[config.mk]
export PLATFORM = sky130hd
export DESIGN_NAME = sorted_list_engine_core
export DESIGN_NICKNAME = d
export VERILOG_FILES = /design/src/rtl/sle_pkg.sv /design/src/rtl/sle_cell.sv /design/src/rtl/sorted_list_engine_core.sv
export VERILOG_INCLUDE_DIRS = /design/src /design/src/rtl
export SDC_FILE = /design/constraint.sdc
export NUM_CORES = 2
export LEC_CHECK = 0
export ABC_AREA = 0
export BUFFER_PORTS_ARGS = -buffer_cell sky130_fd_sc_hd__buf_4
export CAP_MARGIN = 40
export CORE_AREA = 2 2 302 304
export DETAILED_ROUTE_END_ITERATION = 10
export DIE_AREA = 0 0 304 306
export PLACE_DENSITY = 0.64
export SYNTH_ARGS = -nofsm -noshare
export SYNTH_HDL_FRONTEND = slang
export SYNTH_HIERARCHICAL = 1
export SYNTH_SLANG_ARGS = --single-unit
[constraint.sdc]
create_clock -name clk -period 8.4 [get_ports clk]
set_clock_uncertainty 0.15 [all_clocks]
set_input_delay 0.42 -clock clk [delete_from_list [all_inputs] [get_ports clk]]
set_output_delay 0.42 -clock clk [all_outputs]
set_load 0.02 [all_outputs]
[src/rtl/sorted_list_engine_core_defines.svh]
// Assertion macros shared by the sorted list engine RTL
`ifndef SORTED_LIST_ENGINE_CORE_DEFINES_SVH
`define SORTED_LIST_ENGINE_CORE_DEFINES_SVH

// Same-cycle implication, checked outside reset
`define SLE_ASSERT_IMPL(label, ante, cons) \
  label: assert property (@(posedge clk) disable iff (rst) (ante) |-> (cons)) \
    else $error("sorted list engine: same-cycle check failed");

// Next-cycle implication, checked outside reset
`define SLE_ASSERT_NEXT(label, ante, cons) \
  label: assert property (@(posedge clk) disable iff (rst) (ante) |=> (cons)) \
    else $error("sorted list engine: next-cycle check failed");

`endif

[src/rtl/sle_pkg.sv]
// Shared types and codes of the sorted list engine
`default_nettype none

package sle_pkg;

  localparam int OP_W  = 3;
  localparam int CNT_W = 5;

  localparam logic [OP_W-1:0] OP_INSERT    = 3'd0;
  localparam logic [OP_W-1:0] OP_DEL_VALUE = 3'd1;
  localparam logic [OP_W-1:0] OP_DEL_POS   = 3'd2;
  localparam logic [OP_W-1:0] OP_SEARCH    = 3'd3;
  localparam logic [OP_W-1:0] OP_CLEAR     = 3'd4;

  typedef enum logic [1:0] {
    ST_OK        = 2'd0,
    ST_FULL      = 2'd1,
    ST_NOT_FOUND = 2'd2,
    ST_RANGE     = 2'd3
  } status_t;

  typedef enum logic [1:0] {
    S_IDLE,
    S_EXEC,
    S_DELV,
    S_SRCH
  } state_t;

  // What every cell does with its entry this cycle
  typedef enum logic [1:0] {
    CM_HOLD,
    CM_INSERT,
    CM_SHIFT_GE,
    CM_SHIFT_FROM
  } cell_mode_t;

  typedef struct packed {
    logic lt;        // entry valid and below the key
    logic eq;        // entry valid and equal to the key
    logic sel_eq;    // cursor cell matches
    logic sel_lt;    // cursor cell below the key
    logic sel_last;  // cursor cell matches and right neighbor does not
  } cell_flags_t;

endpackage

`default_nettype wire

[src/rtl/sle_cell.sv]
// One list cell: holds one entry, compares it to the key, shifts with its neighbors
`default_nettype none

module sle_cell #(
  parameter int VALUE_BITS = 32,
  parameter int DEPTH      = 16,
  parameter int INDEX      = 0
) (
  input  wire                                clk,
  input  var sle_pkg::cell_mode_t            mode,
  input  wire signed [VALUE_BITS-1:0]        key,
  input  wire [$clog2(DEPTH+1)-1:0]          occ,
  input  wire [$clog2(DEPTH)-1:0]            from_idx,
  input  wire [$clog2(DEPTH)-1:0]            cur_idx,
  input  wire signed [VALUE_BITS-1:0]        left_val,
  input  wire                                left_lt,
  input  wire signed [VALUE_BITS-1:0]        right_val,
  input  wire                                right_eq,
  output logic signed [VALUE_BITS-1:0]       val,
  output sle_pkg::cell_flags_t               flags
);
  import sle_pkg::*;

  localparam int CW = $clog2(DEPTH + 1);
  localparam int IW = $clog2(DEPTH);

  logic signed [VALUE_BITS-1:0] val_next;
  logic valid;
  logic lt;
  logic eq;
  logic sel;
  logic ge;
  logic at_from;

  assign valid   = CW'(INDEX) < occ;
  assign lt      = valid && (val < key);
  assign eq      = valid && (val == key);
  assign ge      = valid && !lt;
  assign sel     = cur_idx == IW'(INDEX);
  assign at_from = IW'(INDEX) >= from_idx;

  assign flags.lt       = lt;
  assign flags.eq       = eq;
  assign flags.sel_eq   = sel && eq;
  assign flags.sel_lt   = sel && lt;
  assign flags.sel_last = sel && eq && !right_eq;

  always_comb begin
    val_next = val;
    case (mode)
      CM_INSERT: begin
        // smaller entries stay; the first cell not below the key takes it
        if (!lt) begin
          val_next = left_lt ? key : left_val;
        end
      end
      CM_SHIFT_GE: begin
        if (ge) begin
          val_next = right_val;
        end
      end
      CM_SHIFT_FROM: begin
        if (at_from) begin
          val_next = right_val;
        end
      end
      default: val_next = val;
    endcase
  end

  always_ff @(posedge clk) begin
    val <= val_next;
  end

endmodule

`default_nettype wire

[src/rtl/sorted_list_engine_core.sv]
// Sorted list engine top level: control sequencer, cell chain and result register
//
// Keeps up to DEPTH signed values in ascending order in a chain of cells.
// Input channel (in_valid / in_stall): operation, value, position. An item is
// taken at a clock edge with in_valid high and in_stall low; in_stall is high
// from the edge after acceptance until the item's last result is loaded.
// Output channel (out_valid / out_stall): status, found_position,
// removed_count, occupancy_after, last. A result is held in the output
// register until taken; last marks the final result of an item.
// Insert, delete position, clear and unused codes are done in the execute state.
// Delete value removes matching entries with one cell-chain shift per removal. Search
// walks a cursor one cell per cycle from the first cell, holding at a match while the
// output register is stalled, and gives a result for each match, or one result when
// the scan stops without a hit. An item is finished before the next one is taken.
// A stalled output register holds the sequencer at its next result. Insert,
// delete position and clear change the list only in the cycle their result is
// loaded; delete value keeps removing matches and search keeps scanning up to
// that result.
// Reset (rst, synchronous) empties the list and drops any pending result;
// no clearing pass is needed.
`default_nettype none

`include "sorted_list_engine_core_defines.svh"

module sorted_list_engine_core #(
  parameter int DEPTH      = 16,
  parameter int VALUE_BITS = 32
) (
  input  wire                                  clk,
  input  wire                                  rst,
  input  wire                                  in_valid,
  output logic                                 in_stall,
  input  wire [sle_pkg::OP_W-1:0]              operation,
  input  wire signed [VALUE_BITS-1:0]          value,
  input  wire [sle_pkg::CNT_W-1:0]             position,
  output logic                                 out_valid,
  input  wire                                  out_stall,
  output logic [1:0]                           status,
  output logic [sle_pkg::CNT_W-1:0]            found_position,
  output logic [sle_pkg::CNT_W-1:0]            removed_count,
  output logic [sle_pkg::CNT_W-1:0]            occupancy_after,
  output logic                                 last
);
  import sle_pkg::*;

  localparam int CW = $clog2(DEPTH + 1);
  localparam int IW = $clog2(DEPTH);
  localparam int PW = (CW > CNT_W) ? CW : CNT_W;

  state_t state;
  state_t state_next;

  logic [OP_W-1:0]              op_r;
  logic signed [VALUE_BITS-1:0] key_r;
  logic [CNT_W-1:0]             pos_r;
  logic [CW-1:0]                occ;
  logic [CW-1:0]                occ_next;
  logic [CW-1:0]                cnt;
  logic [CW-1:0]                cnt_next;
  logic [IW-1:0]                cur_idx;
  logic [IW-1:0]                cur_next;

  cell_mode_t  cell_mode;
  logic        emit;
  status_t     e_status;
  logic [PW-1:0] e_pos;
  logic [PW-1:0] e_removed;
  logic        e_last;

  logic in_accept;
  logic out_free;
  logic full;
  logic range_ok;
  logic any_eq;
  logic c_valid;
  logic c_end;
  logic c_eq;
  logic c_lt;
  logic c_last;
  logic srch_hit;
  logic srch_miss;

  logic [PW-1:0] pos_w;
  logic [PW-1:0] occ_w;
  logic [PW-1:0] from_w;
  logic [PW-1:0] occ_out_w;
  logic [IW-1:0] from_idx;

  logic signed [VALUE_BITS-1:0] vals [DEPTH];
  cell_flags_t                  flags [DEPTH];
  logic [DEPTH-1:0] eq_v;
  logic [DEPTH-1:0] sel_eq_v;
  logic [DEPTH-1:0] sel_lt_v;
  logic [DEPTH-1:0] sel_last_v;

  // ---------------------------------------------------------------- cell chain
  for (genvar i = 0; i < DEPTH; i++) begin : g_cell
    logic signed [VALUE_BITS-1:0] lv;
    logic signed [VALUE_BITS-1:0] rv;
    logic                         llt;
    logic                         req;

    if (i == 0) begin : g_first
      assign lv  = key_r;
      assign llt = 1'b1;
    end else begin : g_mid
      assign lv  = vals[i-1];
      assign llt = flags[i-1].lt;
    end

    if (i == DEPTH - 1) begin : g_tail
      assign rv  = key_r;
      assign req = 1'b0;
    end else begin : g_body
      assign rv  = vals[i+1];
      assign req = flags[i+1].eq;
    end

    sle_cell #(
      .VALUE_BITS (VALUE_BITS),
      .DEPTH      (DEPTH),
      .INDEX      (i)
    ) u_cell (
      .clk       (clk),
      .mode      (cell_mode),
      .key       (key_r),
      .occ       (occ),
      .from_idx  (from_idx),
      .cur_idx   (cur_idx),
      .left_val  (lv),
      .left_lt   (llt),
      .right_val (rv),
      .right_eq  (req),
      .val       (vals[i]),
      .flags     (flags[i])
    );

    assign eq_v[i]       = flags[i].eq;
    assign sel_eq_v[i]   = flags[i].sel_eq;
    assign sel_lt_v[i]   = flags[i].sel_lt;
    assign sel_last_v[i] = flags[i].sel_last;
  end

  // ------------------------------------------------------------ shared decode
  assign in_stall  = state != S_IDLE;
  assign in_accept = in_valid && !in_stall;
  assign out_free  = !out_valid || !out_stall;

  assign full     = occ == CW'(DEPTH);
  assign pos_w    = PW'(pos_r);
  assign occ_w    = PW'(occ);
  assign range_ok = (pos_w != '0) && (pos_w <= occ_w);
  assign from_w   = pos_w - PW'(1);
  assign from_idx = from_w[IW-1:0];
  assign any_eq   = |eq_v;

  assign c_valid  = CW'(cur_idx) < occ;
  assign c_end    = cur_idx == IW'(DEPTH - 1);
  assign c_eq     = |sel_eq_v;
  assign c_lt     = |sel_lt_v;
  assign c_last   = |sel_last_v;
  // matches are contiguous: a non-match past the run, a larger entry or the
  // end of the list closes the search without a hit
  assign srch_hit  = c_eq;
  assign srch_miss = !c_eq && (!c_valid || !c_lt || c_end);

  assign occ_out_w = PW'(occ_next);

  // --------------------------------------------------------------- next state
  always_comb begin
    state_next = state;
    case (state)
      S_IDLE: begin
        if (in_accept) begin
          if (operation == OP_DEL_VALUE) begin
            state_next = S_DELV;
          end else if (operation == OP_SEARCH) begin
            state_next = S_SRCH;
          end else begin
            state_next = S_EXEC;
          end
        end
      end
      S_EXEC: begin
        if (out_free) begin
          state_next = S_IDLE;
        end
      end
      S_DELV: begin
        if (!any_eq && out_free) begin
          state_next = S_IDLE;
        end
      end
      S_SRCH: begin
        if (out_free && ((srch_hit && c_last) || srch_miss)) begin
          state_next = S_IDLE;
        end
      end
      default: state_next = S_IDLE;
    endcase
  end

  // ------------------------------------------------------------------ outputs
  always_comb begin
    cell_mode = CM_HOLD;
    emit      = 1'b0;
    e_status  = ST_OK;
    e_pos     = '0;
    e_removed = '0;
    e_last    = 1'b1;
    occ_next  = occ;
    cnt_next  = cnt;
    cur_next  = cur_idx;
    case (state)
      S_EXEC: begin
        if (out_free) begin
          emit = 1'b1;
          case (op_r)
            OP_INSERT: begin
              if (full) begin
                e_status = ST_FULL;
              end else begin
                cell_mode = CM_INSERT;
                occ_next  = occ + CW'(1);
              end
            end
            OP_DEL_POS: begin
              if (range_ok) begin
                cell_mode = CM_SHIFT_FROM;
                occ_next  = occ - CW'(1);
                e_removed = PW'(1);
              end else begin
                e_status = ST_RANGE;
              end
            end
            OP_CLEAR: begin
              occ_next  = '0;
              e_removed = occ_w;
            end
            default: e_status = ST_OK;
          endcase
        end
      end
      S_DELV: begin
        if (any_eq) begin
          // drop the first equal entry; all entries from it on move left
          cell_mode = CM_SHIFT_GE;
          occ_next  = occ - CW'(1);
          cnt_next  = cnt + CW'(1);
        end else if (out_free) begin
          emit      = 1'b1;
          e_status  = (cnt != '0) ? ST_OK : ST_NOT_FOUND;
          e_removed = PW'(cnt);
        end
      end
      S_SRCH: begin
        if (srch_hit) begin
          if (out_free) begin
            emit   = 1'b1;
            e_pos  = PW'(cur_idx) + PW'(1);
            e_last = c_last;
            if (!c_last) begin
              cur_next = cur_idx + IW'(1);
            end
          end
        end else if (srch_miss) begin
          if (out_free) begin
            emit     = 1'b1;
            e_status = ST_NOT_FOUND;
          end
        end else begin
          cur_next = cur_idx + IW'(1);
        end
      end
      default: cell_mode = CM_HOLD;
    endcase
  end

  // ---------------------------------------------------------------- registers
  always_ff @(posedge clk) begin
    if (rst) begin
      state     <= S_IDLE;
      occ       <= '0;
      cnt       <= '0;
      cur_idx   <= '0;
      out_valid <= 1'b0;
    end else begin
      state <= state_next;
      occ   <= occ_next;
      if (in_accept) begin
        cnt     <= '0;
        cur_idx <= '0;
      end else begin
        cnt     <= cnt_next;
        cur_idx <= cur_next;
      end
      if (emit) begin
        out_valid <= 1'b1;
      end else if (!out_stall) begin
        out_valid <= 1'b0;
      end
    end
  end

  always_ff @(posedge clk) begin
    if (in_accept) begin
      op_r  <= operation;
      key_r <= value;
      pos_r <= position;
    end
    if (emit) begin
      status          <= e_status;
      found_position  <= e_pos[CNT_W-1:0];
      removed_count   <= e_removed[CNT_W-1:0];
      occupancy_after <= occ_out_w[CNT_W-1:0];
      last            <= e_last;
    end
  end

  // --------------------------------------------------------------- assertions
  `SLE_ASSERT_IMPL(a_occ_bound, 1'b1, occ <= CW'(DEPTH))
  `SLE_ASSERT_IMPL(a_partial_only_search, out_valid && !last, op_r == OP_SEARCH)
  `SLE_ASSERT_NEXT(a_insert_grows, state == S_EXEC && out_free && op_r == OP_INSERT && !full,
                   occ == $past(occ) + CW'(1))
  `SLE_ASSERT_NEXT(a_delv_no_growth, state == S_DELV, occ <= $past(occ))

endmodule

`default_nettype wire

# Word-level counts from Yosys, hierarchy flattened
# Index checks and enable logic that the tools add are counted.
# classes
n_mux,126
eq_ne,98
n_reduce_logical,175
n_addsub,6
order_cmp,50
# ops
cell,count
32-bit two-way mux,63
32-bit case mux with 3 select lines,16
32-bit == test,16
32-bit less-than comparator,16
1-bit logical AND,101
4-bit AND reduction,18
2-bit by 1-bit != test with 1-bit output (second input constant),33
16-bit OR reduction,4
2-bit != test (second input constant),23
4-bit by 5-bit less-than comparator with 1-bit output (first input constant),8
1-bit zero test,38
5-bit two-way mux,7
2-bit two-way mux,17
4-bit == test (second input constant),8
4-bit greater-or-equal comparator (first input constant),8
5-bit case mux with 2 select lines,3
3-bit by 5-bit less-than comparator with 1-bit output (first input constant),4
4-bit by 3-bit == test with 1-bit output (second input constant),4
3-bit by 4-bit greater-or-equal comparator with 1-bit output (first input constant),4
4-bit two-way mux,4
5-bit case mux with 3 select lines,1
2-bit case mux with 2 select lines,3
5-bit by 1-bit adder with 5-bit output (second input constant),2
1-bit by 5-bit less-than comparator with 1-bit output (first input constant),2
other kinds (31),52
# word_totals
inputBits,44
regBits,587
wordCells,484

# Logic depth before layout (Yosys ltp)
# logic_depth
depth_word,12
depth_mapped,19
ltp_nobuf,17

# Cells and area by module
# Netlist, hierarchy kept.
# modules_own_cells
module,cells_per_inst,area_per_inst_um2,n_inst
sorted_list_engine_core,299,3559.7,1
sle_cell (g_cell[10].u_cell),267,2611.3,1
sle_cell (g_cell[5].u_cell),277,2591.2,1
sle_cell (g_cell[6].u_cell),272,2588.7,1
sle_cell (g_cell[15].u_cell),277,2587.5,1
sle_cell (g_cell[4].u_cell),271,2576.2,1
sle_cell (g_cell[0].u_cell),272,2573.7,1
sle_cell (g_cell[1].u_cell),274,2571.2,1
sle_cell (g_cell[2].u_cell),272,2570.0,1
sle_cell (g_cell[11].u_cell),274,2563.7,1
sle_cell (g_cell[12].u_cell),273,2563.7,1
sle_cell (g_cell[9].u_cell),266,2547.4,1
sle_cell (g_cell[13].u_cell),266,2544.9,1
sle_cell (g_cell[3].u_cell),275,2532.4,1
3 more rows,--,--,--

# Worst setup path after synthesis
# Ideal clock, no wire load.
# synth_path
path_type,register -> register
startpoint,reg occ[2]
endpoint,reg g_cell[11].u_cell.val[0] (enable)
stages_incl_launch_ff,13
t_arrival_ns,7.548
slack_ns,0.232
setup_time_ns,0.470
cell_sequence,dfxtp_1 clkbuf_1 inv_1 ha_1 o211a_1 o31ai_1 a22oi_1 nor3_1 inv_1 a21boi_0 o211ai_1 o211a_1 a211oi_1
# synth_via
elab_chain_len,9
elab_cells_between_ends,53
classes_between,order compare: 17; eq/ne: 7; mux: 6; reduce/logical: 23
# synth_lines
item,line,text
"start, declared",sorted_list_engine_core.sv:56,logic [CW-1:0] occ;
"start signal, assigned",sorted_list_engine_core.sv:289,occ <= occ_next;
5-bit less-or-equal comparator,sorted_list_engine_core.sv:152,assign range_ok = (pos_w != '0) && (pos_w <= occ_w);
1-bit logical AND,sorted_list_engine_core.sv:152,
2-bit two-way mux,sorted_list_engine_core.sv:228,if (range_ok) begin
2-bit case mux with 2 select lines *,sorted_list_engine_core.sv:218,case (op_r)
2-bit two-way mux *,sorted_list_engine_core.sv:216,if (out_free) begin
2-bit case mux with 2 select lines *,sorted_list_engine_core.sv:214,case (state)
via cell_mode[0],sorted_list_engine_core.sv:63,cell_mode_t cell_mode;
2-bit == test / 2-bit by 1-bit == test with 1-bit output (equally long branches),sle_cell.sv:50,case (mode)
2-bit by 1-bit != test with 1-bit output (no source line) (tied with other cells),--,
4-bit AND reduction (no source line) *,--,
"end signal, assigned",sle_cell.sv:72,val <= val_next;
"end, declared",sle_cell.sv:19,"output logic signed [VALUE_BITS-1:0] val,"
# Mark *: on every way through the listed nets, which the timed path passes. The rest lies on a longest branch.
# A chain may end at the register's enable or synchronous reset.

# Final worst setup path
# layout_path
startpoint,reg key_r[15] (netlist: g_cell[0].lv[15])
endpoint,reg g_cell[7].u_cell.val[13] (enable)
# layout_via
elab_chain_len,8
elab_cells_between_ends,47
classes_between,order compare: 1; eq/ne: 22; mux: 2; reduce/logical: 22
# layout_lines
item,line,text
"start, declared",sorted_list_engine_core.sv:54,logic signed [VALUE_BITS-1:0] key_r;
"start signal, assigned",sorted_list_engine_core.sv:308,key_r <= value;
32-bit == test *,sle_cell.sv:37,assign eq = valid && (val == key);
1-bit logical AND *,sle_cell.sv:37,
via eq_v[14],sorted_list_engine_core.sv:91,logic [DEPTH-1:0] eq_v;
16-bit OR reduction *,sorted_list_engine_core.sv:155,assign any_eq = |eq_v;
2-bit two-way mux *,sorted_list_engine_core.sv:245,if (any_eq) begin
2-bit case mux with 2 select lines *,sorted_list_engine_core.sv:214,
via cell_mode[1],sorted_list_engine_core.sv:63,
2-bit == test / 2-bit by 1-bit == test with 1-bit output (equally long branches),sle_cell.sv:50,
2-bit by 1-bit != test with 1-bit output (no source line) (tied with other cells),--,
4-bit AND reduction (no source line) *,--,
"end signal, assigned",sle_cell.sv:72,
"end, declared",sle_cell.sv:19,
# Marked as above.

==> results.toml <==
[clock_tree]
clockBufferDepth = 3
ctsResizeCount = 0
cts_buffers = 71
cts_tree = "built"
clkTransAtPathRegs_ps = 60
cts_setup_buffers = 0
clock-sinks = 587
cts_root_buf = "clkbuf_16"
insertion_delay_ps = 640
cts.htree.levels = 3

[synth]
synth.avg_cell_area_um2 = 9.595
syn_area_um2 = 44540
syn_inst = 4642
synth_nets = 5218
yosysWarningCount = 6

[critical_path]
crit_path_start_kind = "register"
crit_chain = "inv_1 -> ha_1 -> nand4_1 -> nor4_1 -> nand2_1 -> or4_1 -> inv_1 -> nor4_1 -> nand4_1 -> nand2_1 -> o31ai_1 -> and2_4 -> buf_12 -> mux2_2 -> a32o_1 -> buf_4"
crit_slowest_cell = "edfxtp_1"
crit_type = "register to register"
timing.rr.end = "g_cell[7].u_cell/val[13]"
cp-end-kind = "register"
rrSetupSlack_ps = 1840
crit_required_ps = 8550
arrival_ps = 6700
worst_r2r_path_depth = 16
r2r-start = "g_cell[0].lv[15]"
path_max_fanout = 97
critPathMaxStageDelay_ps = 950

[finish]
final_area_um2 = 49470
drive_above_1_share_pct = 8.230
syn2layout_area_growth_pct = 11.06
fillCellCount = 7802
utilization_pct = 55.21
fin_nets = 5302

[global_route]
grt_max_degree = 238
antenna_found_initial = 7
grt_pass1_wl_mm = 192.6
grt-ovfl-total = 0
grt_usage_pct = 26.08
grt_pass1_vias = 33740

[min_path]
holdCritStartpoint = "out_stall"
holdPathStages = 3
hold_path_class = "primary input to register"
min_to = "out_valid"

[detailed_routing]
vias = 34860
wl_per_cell_um = 20.70
first_iter_violations = 3361
wl_mm = 123.3
ant_nets = 0
drt_pass1_iterations = 6
drc = 0
routed_via_density = 5.856

[timing]
post-route-period-util_pct = 78.09
setup_viol = 0
hold_viol = 0
maxSlewHeadroom_pct = 36.34
layout_min_cycle_time_ps = 6559
fmax_mhz = 152.5
worst_slew_pin_slew_ps = 954.9
tns_ps = 0
rsz0062_at_grt = "no"
maxSlewViolCount = 0

[power]
power_leakage_nw = 18.95
power_w = 0.007588
peakVddDrop_v = 0.0001854
powerDensity_nw_per_um2 = 153.4

[placed_design]
numPortBuffers = 63
dpl.hpwl_mm = 91.07
place_area_um2 = 46840
gp_congestion = 0.9062

[floorplanning]
fp.coreArea_um2 = 89600
die_h_um = 306
rows = 110
io-pin-count = 64
die_w_um = 304
initial_core_util_pct = 49.71
die_area_um2 = 93020

[status]
outcome = "complete, no violations"

[flow_run]
maxCapViolCount = 0
## metrics by stage
step	hold WS (ps)	std cells	setup WS, ps
final	81.73	5954	1841
after global routing	105.4	5954	1439
after CTS	28.94	5951	1906
after detailed placement	359.2	5788	1958
after global placement	367.6	5773	1570
after floorplan	328.4	4642	232.5
## layout by cell type, fill, tap and decap left out, types with 35 or more instances in the layout
cell             n
nor2_1         102
o21ai_0        579
nand2_1        649
nor2b_1         37
clkbuf_16       72
nor4_1          35
buf_4          163
mux2i_1        521
nand3_1         60
ha_1           532
nor3_1          40
nand4_1         78
a21o_1          44
a21oi_1        199
dlygate4sd3_1   41
edfxtp_1       570
inv_1          549
## what timing repair did
item	CTS	global route
hold buffers	41	0
endpoints found under the setup margin	0	0
endpoints found under the hold margin	48	0
## area by class of cell
type / count / area (µm²) / share of cell area, %
clock buffers: 97 / 1966 / 3.974
inverters: 550 / 2064 / 4.174
diodes: 3 / 7.507 / 0.01518
flip-flops and latches: 587 / 17460 / 35.29
well taps: 1176 / 1471 / 2.975
repair buffers: 225 / 2054 / 4.153
multi-input cells: 3291 / 24210 / 48.94
clock inverters: 25 / 237.7 / 0.4806
## flip-flops by register name (all words and copies together) (netlist names), 4 cells and up
register / cells
g_cell.lv: 32
occ: 5
removed_count: 5
g_cell.u_cell/val: 512
found_position: 5
cnt: 5
cur_idx: 4
occupancy_after: 5
pos_r: 5
## worst max-delay path by stage
stage,start,end,depth (start not counted)
finish,g_cell[0].lv[15],g_cell[7].u_cell/val[13],16
detailed placement,g_cell[0].lv[31],g_cell[7].u_cell/val[6],17
CTS,g_cell[0].lv[31],g_cell[7].u_cell/val[8],17
floorplan,occ[2],g_cell[11].u_cell/val[0],12
global route,g_cell[0].lv[31],g_cell[0].u_cell/val[5],17
global placement,g_cell[0].lv[27],g_cell[1].u_cell/val[25],16
## power by group
group          internal, W  total (W)  switching, W
Sequential         0.00331    0.00342      0.000116
Clock              0.00176    0.00303       0.00128
Combinational     0.000441    0.00113      0.000693
## worst max-delay path: cells and delay by family, from the launching register on
kind / cells / cell delay [ps]
AO/OA/AOI/OAI: 2 / 780
flip-flops: 1 / 950
AND/OR/NAND/NOR: 8 / 2620
adder cells (fa/ha/maj): 1 / 340
buffers and inverters: 4 / 1020
multiplexers: 1 / 230
## layer usage
metal,routed length (µm),global-route usage (%),vias up
met3,7761,3.180,198
met4,3834,8.701,2
met1,56790,37.07,16630
met5,13,0,-
li1,-,-,16960
met2,54870,41.25,1080
Note: power is estimated with default switching activity, not from simulation.
